<file path="src/rtl/wfps_pkg.sv">
// ============================================================================
// wfps_pkg: shared types and constants for the watchdog feed pulse scheduler
// Opcodes, register indexes, sequencer states and the remainder unit ports.
// ============================================================================
package wfps_pkg;

    localparam int DATA_W    = 32;
    localparam int CNT_W     = $clog2(DATA_W);
    localparam int CFG_IDX_W = 2;

    localparam logic [DATA_W-1:0] INTERVAL_RST = 32'd1000;
    localparam logic [DATA_W-1:0] PULSE_RST    = 32'd10;
    localparam logic              LEVEL_RST    = 1'b1;

    localparam logic [CNT_W-1:0]  BIT_LAST     = CNT_W'(DATA_W - 1);

    typedef enum logic [1:0] {
        OP_START = 2'd0,
        OP_POLL  = 2'd1,
        OP_FORCE = 2'd2,
        OP_STOP  = 2'd3
    } opcode_t;

    typedef enum logic [CFG_IDX_W-1:0] {
        CFG_INTERVAL = 2'd0,
        CFG_WIDTH    = 2'd1,
        CFG_LEVEL    = 2'd2
    } cfg_idx_t;

    typedef enum logic [2:0] {
        S_IDLE,
        S_SER,
        S_DIV,
        S_ADD,
        S_OUT
    } state_t;

    typedef struct packed {
        logic              start;
        logic [DATA_W-1:0] dividend;
        logic [DATA_W-1:0] divisor;
    } div_req_t;

    typedef struct packed {
        logic              done;
        logic [DATA_W-1:0] rem;
    } div_rsp_t;

endpackage

</file>
<file path="src/rtl/watchdog_feed_pulse_scheduler.sv">
// ============================================================================
// watchdog_feed_pulse_scheduler: periodic feed pulses for an external watchdog
// Bit-serial sequencer that tracks deadlines on a wrapping millisecond clock.
// ============================================================================
// Usage
//   Input channel (in_valid / in_stall) carries opcode and now_ms; every
//   transfer produces exactly one result transfer on the output channel
//   (out_valid / out_stall) with pin_level, pulse_active, enabled_flag and
//   force_accepted. One item is in flight at a time: in_stall is high from
//   the accepting edge until the result has been taken.
//   Start, force, stop and polls that need no deadline catch-up show
//   out_valid after one serial pass over the operands. A poll that reaches
//   its deadline with no pulse left running adds a pass through the
//   remainder unit and a serial add. The 1-bit serial datapath and the
//   radix-2 remainder unit set the length of these passes. After the result
//   transfer the sequencer returns to idle before it takes the next input.
//   If the receiver stalls, the result holds steady and no input is taken.
//   Reset clears the enable, pulse and pin state (pin reads 0, disabled) and
//   loads the settings 1000 / 10 / active high. Settings are written on the
//   cfg port at any time and only take effect at the next start opcode.
// ============================================================================
module watchdog_feed_pulse_scheduler
    import wfps_pkg::*;
(
    input  logic                 clk,
    input  logic                 rst_n,
    // configuration
    input  logic                 cfg_we,
    input  logic [CFG_IDX_W-1:0] cfg_index,
    input  logic [DATA_W-1:0]    cfg_data,
    // input channel
    input  logic                 in_valid,
    output logic                 in_stall,
    input  logic [1:0]           opcode,
    input  logic [DATA_W-1:0]    now_ms,
    // output channel
    output logic                 out_valid,
    input  logic                 out_stall,
    output logic                 pin_level,
    output logic                 pulse_active,
    output logic                 enabled_flag,
    output logic                 force_accepted
);

    // settings written through the cfg port
    logic [DATA_W-1:0] feed_interval_reg;
    logic [DATA_W-1:0] pulse_width_reg;
    logic              active_high_reg;

    // control state
    state_t            state_reg, state_next;
    logic              pulsing_reg, pulsing_next;
    logic              running_reg, running_next;
    logic              pin_state_reg, pin_state_next;
    logic              accepted_reg, accepted_next;

    // serial datapath: every 32-bit word rotates LSB first
    logic [CNT_W-1:0]  cnt_reg, cnt_next;
    opcode_t           op_reg, op_next;
    logic [DATA_W-1:0] now_reg, now_next;
    logic [DATA_W-1:0] began_reg, began_next;
    logic [DATA_W-1:0] deadline_reg, deadline_next;
    logic [DATA_W-1:0] lat_interval_reg, lat_interval_next;
    logic [DATA_W-1:0] lat_width_reg, lat_width_next;
    logic              lat_level_reg, lat_level_next;
    logic [DATA_W-1:0] late_reg, late_next;
    logic [DATA_W-1:0] sum_reg, sum_next;
    logic [DATA_W-1:0] rsh_reg, rsh_next;
    logic              c_age_reg, c_age_next;    // borrow of now - began
    logic              c_cmp_reg, c_cmp_next;    // borrow of age - width
    logic              c_late_reg, c_late_next;  // borrow of now - deadline / now - rem
    logic              c_sum_reg, c_sum_next;    // carry of now + interval / + interval
    logic              c_wvi_reg, c_wvi_next;    // borrow of width - interval
    logic              inz_reg, inz_next;        // interval nonzero
    logic              wnz_reg, wnz_next;        // width nonzero

    div_req_t          div_req;
    div_rsp_t          div_rsp;

    // bit-level cells
    logic              n0, b0, i0, w0;
    logic              age_bit, sub_y, late_bit, add_x, sum_bit;
    logic              is_add, last_bit, carry_run;
    logic [DATA_W-1:0] now_rot, interval_rot, sum_full, late_full;
    logic [DATA_W-1:0] began_rot, deadline_rot, width_rot;
    logic              fin_ge, fin_reached, fin_ok;
    logic              catch_up;

    assign n0 = now_reg[0];
    assign b0 = began_reg[0];
    assign i0 = lat_interval_reg[0];
    assign w0 = lat_width_reg[0];

    assign is_add    = (state_reg == S_ADD);
    assign last_bit  = (cnt_reg == BIT_LAST);
    assign carry_run = (state_reg == S_SER) || is_add;

    // now - began, then compared against the latched width
    assign age_bit    = n0 ^ b0 ^ c_age_reg;
    assign c_age_next = (~n0 & b0) | (~(n0 ^ b0) & c_age_reg);
    assign c_cmp_next = (~age_bit & w0) | (~(age_bit ^ w0) & c_cmp_reg);

    // serial subtractor: now - deadline while scanning, now - remainder in the add pass
    assign sub_y       = is_add ? rsh_reg[0] : deadline_reg[0];
    assign late_bit    = n0 ^ sub_y ^ c_late_reg;
    assign c_late_next = (~n0 & sub_y) | (~(n0 ^ sub_y) & c_late_reg);

    // serial adder: now + interval while scanning, (now - rem) + interval after
    assign add_x      = is_add ? late_bit : n0;
    assign sum_bit    = add_x ^ i0 ^ c_sum_reg;
    assign c_sum_next = (add_x & i0) | (add_x & c_sum_reg) | (i0 & c_sum_reg);

    // width < interval
    assign c_wvi_next = (~w0 & i0) | (~(w0 ^ i0) & c_wvi_reg);
    assign inz_next   = inz_reg | i0;
    assign wnz_next   = wnz_reg | w0;

    assign now_rot      = {now_reg[0], now_reg[DATA_W-1:1]};
    assign interval_rot = {lat_interval_reg[0], lat_interval_reg[DATA_W-1:1]};
    assign began_rot    = {began_reg[0], began_reg[DATA_W-1:1]};
    assign deadline_rot = {deadline_reg[0], deadline_reg[DATA_W-1:1]};
    assign width_rot    = {lat_width_reg[0], lat_width_reg[DATA_W-1:1]};
    assign sum_full     = {sum_bit, sum_reg[DATA_W-1:1]};
    assign late_full    = {late_bit, late_reg[DATA_W-1:1]};

    // flags valid on the last scan bit
    assign fin_ge      = ~c_cmp_next;
    assign fin_reached = ~late_bit;
    assign fin_ok      = inz_next & wnz_next & c_wvi_next;

    // poll paths that move the deadline forward by whole intervals
    always_comb
    begin
        catch_up = 1'b0;
        if (op_reg == OP_POLL && running_reg && fin_reached)
        begin
            if (!pulsing_reg || fin_ge)
                catch_up = 1'b1;
        end
    end

    // Sequencer. The scan pass rotates every operand once; on its last bit
    // the flags are complete and the opcode is resolved. A catch-up poll then
    // needs late mod interval: new deadline = now - rem + interval.
    always_comb
    begin
        state_next        = state_reg;
        pulsing_next      = pulsing_reg;
        running_next      = running_reg;
        pin_state_next    = pin_state_reg;
        accepted_next     = accepted_reg;
        cnt_next          = cnt_reg;
        op_next           = op_reg;
        now_next          = now_reg;
        began_next        = began_reg;
        deadline_next     = deadline_reg;
        lat_interval_next = lat_interval_reg;
        lat_width_next    = lat_width_reg;
        lat_level_next    = lat_level_reg;
        late_next         = late_reg;
        sum_next          = sum_reg;
        rsh_next          = rsh_reg;
        div_req.start     = 1'b0;
        div_req.dividend  = late_full;
        div_req.divisor   = interval_rot;

        case (state_reg)
            S_IDLE:
            begin
                if (in_valid)
                begin
                    op_next  = opcode_t'(opcode);
                    now_next = now_ms;
                    cnt_next = '0;
                    // start samples the settings before the scan uses them
                    if (opcode_t'(opcode) == OP_START)
                    begin
                        lat_interval_next = feed_interval_reg;
                        lat_width_next    = pulse_width_reg;
                        lat_level_next    = active_high_reg;
                    end
                    state_next = S_SER;
                end
            end

            S_SER:
            begin
                cnt_next          = cnt_reg + 1'b1;
                now_next          = now_rot;
                began_next        = began_rot;
                deadline_next     = deadline_rot;
                lat_interval_next = interval_rot;
                lat_width_next    = width_rot;
                late_next         = late_full;
                sum_next          = sum_full;
                if (last_bit)
                begin
                    accepted_next = 1'b0;
                    state_next    = S_OUT;
                    case (op_reg)
                        OP_START:
                        begin
                            // bad settings still load deadline and start time
                            pulsing_next  = 1'b0;
                            running_next  = fin_ok;
                            deadline_next = sum_full;
                            began_next    = now_rot;
                            if (fin_ok)
                                pin_state_next = ~lat_level_reg;
                        end
                        OP_POLL:
                        begin
                            if (running_reg)
                            begin
                                if (pulsing_reg)
                                begin
                                    if (fin_ge)
                                    begin
                                        pin_state_next = ~lat_level_reg;
                                        pulsing_next   = 1'b0;
                                    end
                                end
                                else if (fin_reached)
                                begin
                                    pin_state_next = lat_level_reg;
                                    pulsing_next   = 1'b1;
                                    began_next     = now_rot;
                                end
                            end
                            if (catch_up)
                            begin
                                div_req.start = 1'b1;
                                state_next    = S_DIV;
                            end
                        end
                        OP_FORCE:
                        begin
                            // only while enabled and not pulsing; deadline restarts one interval out
                            if (running_reg && !pulsing_reg)
                            begin
                                pin_state_next = lat_level_reg;
                                pulsing_next   = 1'b1;
                                began_next     = now_rot;
                                deadline_next  = sum_full;
                                accepted_next  = 1'b1;
                            end
                        end
                        OP_STOP:
                        begin
                            if (running_reg)
                                pin_state_next = ~lat_level_reg;
                            pulsing_next = 1'b0;
                            running_next = 1'b0;
                        end
                        default: ;
                    endcase
                end
            end

            S_DIV:
            begin
                if (div_rsp.done)
                begin
                    rsh_next   = div_rsp.rem;
                    cnt_next   = '0;
                    state_next = S_ADD;
                end
            end

            S_ADD:
            begin
                cnt_next          = cnt_reg + 1'b1;
                now_next          = now_rot;
                lat_interval_next = interval_rot;
                rsh_next          = {1'b0, rsh_reg[DATA_W-1:1]};
                sum_next          = sum_full;
                if (last_bit)
                begin
                    deadline_next = sum_full;
                    state_next    = S_OUT;
                end
            end

            S_OUT:
            begin
                if (!out_stall)
                    state_next = S_IDLE;
            end

            default:
            begin
                state_next = S_IDLE;
            end
        endcase
    end

    // settings port; index 3 is not a register
    always_ff @(posedge clk or negedge rst_n)
    begin
        if (!rst_n)
        begin
            feed_interval_reg <= INTERVAL_RST;
            pulse_width_reg   <= PULSE_RST;
            active_high_reg   <= LEVEL_RST;
        end
        else if (cfg_we)
        begin
            case (cfg_idx_t'(cfg_index))
                CFG_INTERVAL: feed_interval_reg <= cfg_data;
                CFG_WIDTH:    pulse_width_reg   <= cfg_data;
                CFG_LEVEL:    active_high_reg   <= cfg_data[0];
                default: ;
            endcase
        end
    end

    always_ff @(posedge clk or negedge rst_n)
    begin
        if (!rst_n)
        begin
            state_reg        <= S_IDLE;
            pulsing_reg      <= 1'b0;
            running_reg      <= 1'b0;
            pin_state_reg    <= 1'b0;
            accepted_reg     <= 1'b0;
            cnt_reg          <= '0;
            op_reg           <= OP_POLL;
            now_reg          <= '0;
            began_reg        <= '0;
            deadline_reg     <= '0;
            lat_interval_reg <= '0;
            lat_width_reg    <= '0;
            lat_level_reg    <= 1'b0;
            late_reg         <= '0;
            sum_reg          <= '0;
            rsh_reg          <= '0;
        end
        else
        begin
            state_reg        <= state_next;
            pulsing_reg      <= pulsing_next;
            running_reg      <= running_next;
            pin_state_reg    <= pin_state_next;
            accepted_reg     <= accepted_next;
            cnt_reg          <= cnt_next;
            op_reg           <= op_next;
            now_reg          <= now_next;
            began_reg        <= began_next;
            deadline_reg     <= deadline_next;
            lat_interval_reg <= lat_interval_next;
            lat_width_reg    <= lat_width_next;
            lat_level_reg    <= lat_level_next;
            late_reg         <= late_next;
            sum_reg          <= sum_next;
            rsh_reg          <= rsh_next;
        end
    end

    // carries and flags run only during a pass and start clear
    always_ff @(posedge clk or negedge rst_n)
    begin
        if (!rst_n)
        begin
            c_age_reg  <= 1'b0;
            c_cmp_reg  <= 1'b0;
            c_late_reg <= 1'b0;
            c_sum_reg  <= 1'b0;
            c_wvi_reg  <= 1'b0;
            inz_reg    <= 1'b0;
            wnz_reg    <= 1'b0;
        end
        else if (carry_run)
        begin
            c_age_reg  <= c_age_next;
            c_cmp_reg  <= c_cmp_next;
            c_late_reg <= c_late_next;
            c_sum_reg  <= c_sum_next;
            c_wvi_reg  <= c_wvi_next;
            inz_reg    <= inz_next;
            wnz_reg    <= wnz_next;
        end
        else
        begin
            c_age_reg  <= 1'b0;
            c_cmp_reg  <= 1'b0;
            c_late_reg <= 1'b0;
            c_sum_reg  <= 1'b0;
            c_wvi_reg  <= 1'b0;
            inz_reg    <= 1'b0;
            wnz_reg    <= 1'b0;
        end
    end

    wfps_rem_div u_rem_div
    (
        .clk   (clk),
        .rst_n (rst_n),
        .req   (div_req),
        .rsp   (div_rsp)
    );

    assign in_stall       = (state_reg != S_IDLE);
    assign out_valid      = (state_reg == S_OUT);
    assign pin_level      = pin_state_reg;
    assign pulse_active   = pulsing_reg;
    assign enabled_flag   = running_reg;
    assign force_accepted = accepted_reg;

endmodule

</file>
<file path="src/rtl/wfps_rem_div.sv">
// ============================================================================
// wfps_rem_div: restoring remainder unit
// One dividend bit per cycle; done is registered and pulses in the cycle after the last bit.
// ============================================================================
module wfps_rem_div
    import wfps_pkg::*;
(
    input  logic     clk,
    input  logic     rst_n,
    input  div_req_t req,
    output div_rsp_t rsp
);

    logic              busy_reg, busy_next;
    logic              done_reg, done_next;
    logic [CNT_W-1:0]  cnt_reg, cnt_next;
    logic [DATA_W-1:0] rem_reg, rem_next;
    logic [DATA_W-1:0] dvd_reg, dvd_next;
    logic [DATA_W-1:0] dvs_reg, dvs_next;
    logic [DATA_W:0]   shifted;

    assign shifted = {rem_reg, dvd_reg[DATA_W-1]};

    always_comb
    begin
        busy_next = busy_reg;
        done_next = 1'b0;
        cnt_next  = cnt_reg;
        rem_next  = rem_reg;
        dvd_next  = dvd_reg;
        dvs_next  = dvs_reg;
        if (req.start)
        begin
            busy_next = 1'b1;
            cnt_next  = '0;
            rem_next  = '0;
            dvd_next  = req.dividend;
            dvs_next  = req.divisor;
        end
        else if (busy_reg)
        begin
            // shifted is below twice the divisor, so one subtract restores
            if (shifted >= {1'b0, dvs_reg})
                rem_next = DATA_W'(shifted - {1'b0, dvs_reg});
            else
                rem_next = shifted[DATA_W-1:0];
            dvd_next = {dvd_reg[DATA_W-2:0], 1'b0};
            cnt_next = cnt_reg + 1'b1;
            if (cnt_reg == BIT_LAST)
            begin
                busy_next = 1'b0;
                done_next = 1'b1;
            end
        end
    end

    always_ff @(posedge clk or negedge rst_n)
    begin
        if (!rst_n)
        begin
            busy_reg <= 1'b0;
            done_reg <= 1'b0;
        end
        else
        begin
            busy_reg <= busy_next;
            done_reg <= done_next;
        end
    end

    always_ff @(posedge clk)
    begin
        cnt_reg <= cnt_next;
        rem_reg <= rem_next;
        dvd_reg <= dvd_next;
        dvs_reg <= dvs_next;
    end

    assign rsp.done = done_reg;
    assign rsp.rem  = rem_reg;

endmodule

</file>
<file path="config.mk">
export PLATFORM = sky130hd
export DESIGN_NAME = watchdog_feed_pulse_scheduler
export DESIGN_NICKNAME = d
export VERILOG_FILES = /design/src/rtl/wfps_pkg.sv /design/src/rtl/watchdog_feed_pulse_scheduler.sv /design/src/rtl/wfps_rem_div.sv
export SDC_FILE = /design/constraint.sdc
export NUM_CORES = 1
export LEC_CHECK = 0
export BUFFER_PORTS_ARGS = -buffer_cell sky130_fd_sc_hd__buf_2
export CORE_MARGIN = 2
export CORE_UTILIZATION = 35
export DETAILED_ROUTE_END_ITERATION = 8
export SLEW_MARGIN = 10
export SYNTH_ARGS = -nofsm -noshare
export SYNTH_HDL_FRONTEND = slang
export SYNTH_SLANG_ARGS = --single-unit
export TNS_END_PERCENT = 10
</file>
<file path="constraint.sdc">
create_clock -name clk -period 5.4 [get_ports clk]
set_input_delay 0.54 -clock clk [delete_from_list [all_inputs] [get_ports clk]]
set_output_delay 0.54 -clock clk [all_outputs]
set_load 0.01 [all_outputs]
</file>
==> implementation parameters <==
Parameter                              Value

CTS
  Clock Sinks ... 444
  CTS Buf Count ... 45
  CTS tree ... done
  Postcts setup bufs ... 0
  H-tree levels ... 2
  Gates resized, CTS repair ... 0
  Cts-stage hold buffer count ... 0
  Clock latency reported for the late side of the worst-skew pair ... about 0.56 ns
  Cell at the root of the clock tree ... clkbuf_16
  Buffer levels on the longest clock path ... 3
  Clock edge transition at the registers on the reported setup and hold paths ... ~0.060 ns

Routing
  Detailed-route vias per instance ... between 5 and 6
  Wire length after detailed routing ... 42.95 mm
  Overall via count from detail_route ... between 10000 and 15000
  Drc violations ... 0
  Antenna Nets Post-Route ... 0
  Routed WL per cell ... approximately 15 microns
  Detailed Route Iter0 Violations ... about 1100
  Pre-Repair DR Iteration Count ... 7

Synth
  Post-synthesis instance area ... 0.02035 sq mm
  Sequential area share after synthesis ... 55.33%
  Share of the synthesized area in the top cell type ... 40.95%
  Most used standard cells in the synthesized netlist ... 361 x nand2_1, 333 x dfrtp_1, 166 x o21ai_0
  Asr flop ratio synth ... between 70 and 80%
  Main synth FF type ... dfrtp_1
  Number of synthesized flops with an enable pin ... 64
  Number of instances in the synthesized netlist ... between 1500 and 2000
  Flip-flop and latch count after synthesis ... 444
  Mean Syn Cell Area ... 10.46 sq um
  Most used standard cell by instance count after synthesis ... nand2_1
  Synthesis warning total ... 0
  Distinct cell type count after synthesis ... 67
  Syn Nets ... 2067
  Area contributors post-synth ... dfrtp_1 41%, edfxtp_1 9.4%, mux2i_1 7.0%
  Library cell with the largest summed area after synthesis ... dfrtp_1

Place
  Routability Congestion ... 0.8424
  Count of buffers inserted at the top-level ports ... 78
  Hpwl dp ... 28.03 mm
  Post-placement cell count ... around 2700

Cells and area
  Share of layout cells above drive strength 1 ... 14.91%
  Layout overhead on the synthesized area ... 13.12%
  Final instance count without filler cells ... 2778
  Filler cell count in the final layout ... between 5000 and 6000
  Area taken by flip-flops and latches ... approximately 0.011 sq mm
  Layout Nets ... 2097
  Area of the multi-input gates ... 0.008452 sq mm

GRT
  Antenna violations before repair ... 2
  Vias in the first global route ... between 10000 and 15000
  GRT Total Usage ... 14.43%
  Maximum number of pins on one net before global-route repair ... 130
  Global-route wire length before repair ... 72.23 mm
  Total congestion overflow ... 0

Timing
  Highest attainable clock frequency ... 276.6 MHz
  Minimum clock period ... 3.615 ns
  Setup tns final ... 0 ns
  Final Max Tran Viols ... 0
  RSZ-0062 raised after global routing ... false
  Final setup viols ... 0
  Min Hold Slack ... 0.04919 ns
  Clock Skew ... 0.02529 ns
  Hold Fails Final Rpt ... 0
  Worst slew pin tran ... approximately 1.2 ns
  Period utilisation layout ... 66.95%
  Slew HR ... between 20 and 25%

Critical path
  Req. time, crit path ... roughly 5.6 ns
  Kind of capture point of the worst setup path ... flop
  Setup crit start ... state_reg[0]
  Crit Path Max Fanout ... 50
  Critical R2R Launch ... state_reg[0]
  Critical setup path kind ... flop to flop
  Setup slack of the most critical reg-to-reg path ... 1.78 ns
  Arr. time, crit path ... 3.79 ns
  Critical Path Source Type ... flop
  Capture point of the worst path ... u_rem_div.dvs_reg[29]
  Reg-to-Reg End ... u_rem_div.dvs_reg[29]
  Worst Reg2Reg Path Length in Cells ... 10

Die
  Floorplan core area ... roughly 0.058 sq mm
  Die width ... 245.1 microns
  Initial cell density of the core ... 35.33%
  Count of standard-cell rows ... 88
  Full die area ... 0.06008 sq mm
  Die Y-Extent ... between 200 and 250 microns
  I/O Pins ... 79

Flow run
  Total of max-cap violations ... 0

Pwr
  Areal power density over the cells ... 517.3 mW/mm^2
  Peak supply drop ... 343.9 uV
  Leak ... 10.74 nW

Run status
  Run status ... finished, final reports clean

Min path
  Classification of the worst-slack hold path ... primary input to asynchronous set/reset pin
-- how the worst min path moves through the flow --
stage	slack (ns)	end	startpoint
final	0.05	sum_reg[16]	rst_n
after global routing	0.14	deadline_reg[16]	rst_n
after CTS	0.11	sum_reg[16]	rst_n
after detailed placement	0.46	wnz_reg	wnz_reg
after global placement	0.46	inz_reg	inz_reg
after floorplan	0.24	began_reg[0]	rst_n
-- placed cells by master (no fill, tap or decap), types with 8 or more instances in the layout --
| cell | n |
|---|---|
| nand2_1 | 359 |
| dfrtp_1 | 332 |
| o21ai_0 | 166 |
| mux2i_1 | 143 |
| a21oi_1 | 122 |
| nor2_1 | 121 |
| mux2_2 | 101 |
| buf_2 | 77 |
| a22oi_1 | 64 |
| edfxtp_1 | 64 |
| inv_1 | 60 |
| clkbuf_16 | 45 |
| ha_1 | 44 |
| dfxtp_1 | 37 |
| buf_4 | 20 |
| nand3_1 | 19 |
| a211oi_1 | 18 |
| xnor2_1 | 17 |
| clkbuf_1 | 16 |
| a21o_1 | 15 |
| o211ai_1 | 10 |
| dfstp_2 | 10 |
| o21ai_1 | 8 |
| xor2_1 | 8 |
| bufinv_16 | 8 |
-- routing by layer --
layer  share of wire, %  vias up  GRT usage, %
met4                1.8        0         3.641
met5                  0        -             0
met3                3.3       54         2.066
li1                   -     6855             -
met1                 48     6883         20.24
met2                 47      183         23.46
-- layout make-up --
class | instances | area share [%]
Clock buffer | 63 | 5.273
Inverter | 61 | 0.9948
Sequential cell | 444 | 48.92
Clock inverter | 20 | 1.359
Multi-Input combinational cell | 1324 | 36.72
Timing Repair Buffer | 100 | 2.566
Antenna cell | 1 | 0.01087
Tap cell | 765 | 4.159
-- critical path, stage by stage (launching register included) --
cell and delay (ns):
dfrtp_1 0.51, nor2b_4 0.22, nand2_2 0.07, mux2i_1 0.19
fa_1 0.53, nor2b_1 0.18, o211ai_1 0.13, or2_2 0.31
buf_4 0.29, inv_2 0.29, buf_4 0.49
-- report_power, final --
group / internal [W] / leakage [nW] / switching (W)
clock network: 0.00196 / 0.744 / 0.00128
registers: 0.00452 / 5.03 / 0.000804
logic: 0.00147 / 4.97 / 0.00187
-- metrics by stage --
step / total power [W] / worst slack, ns / util (%) / area (sq um)
5_1_grt: 0.01279 / 1.549 / 39.97 / 23020
2_1_floorplan: 0.007803 / 0.9766 / - / 20350
3_3_place_gp: 0.008606 / 1.871 / 37.32 / 21490
3_5_place_dp: 0.008745 / 1.796 / 37.32 / 21490
6_report: 0.01191 / 1.785 / 39.97 / 23020
4_1_cts: 0.01204 / 1.784 / 39.97 / 23010
-- cells by family after synthesis --
group                      after synthesis  synth area share, %
buffers and inverters                  178                3.456
DFF                                    444                55.33
xor gates and xnor gates                25                1.076
adders and majority gates               48                3.099
muxes                                  244                12.62
AOI/OAI and AO/OA                      454                13.42
and+or+nand+nor                        553                10.99
Note: power is estimated with default switching activity, not from simulation.
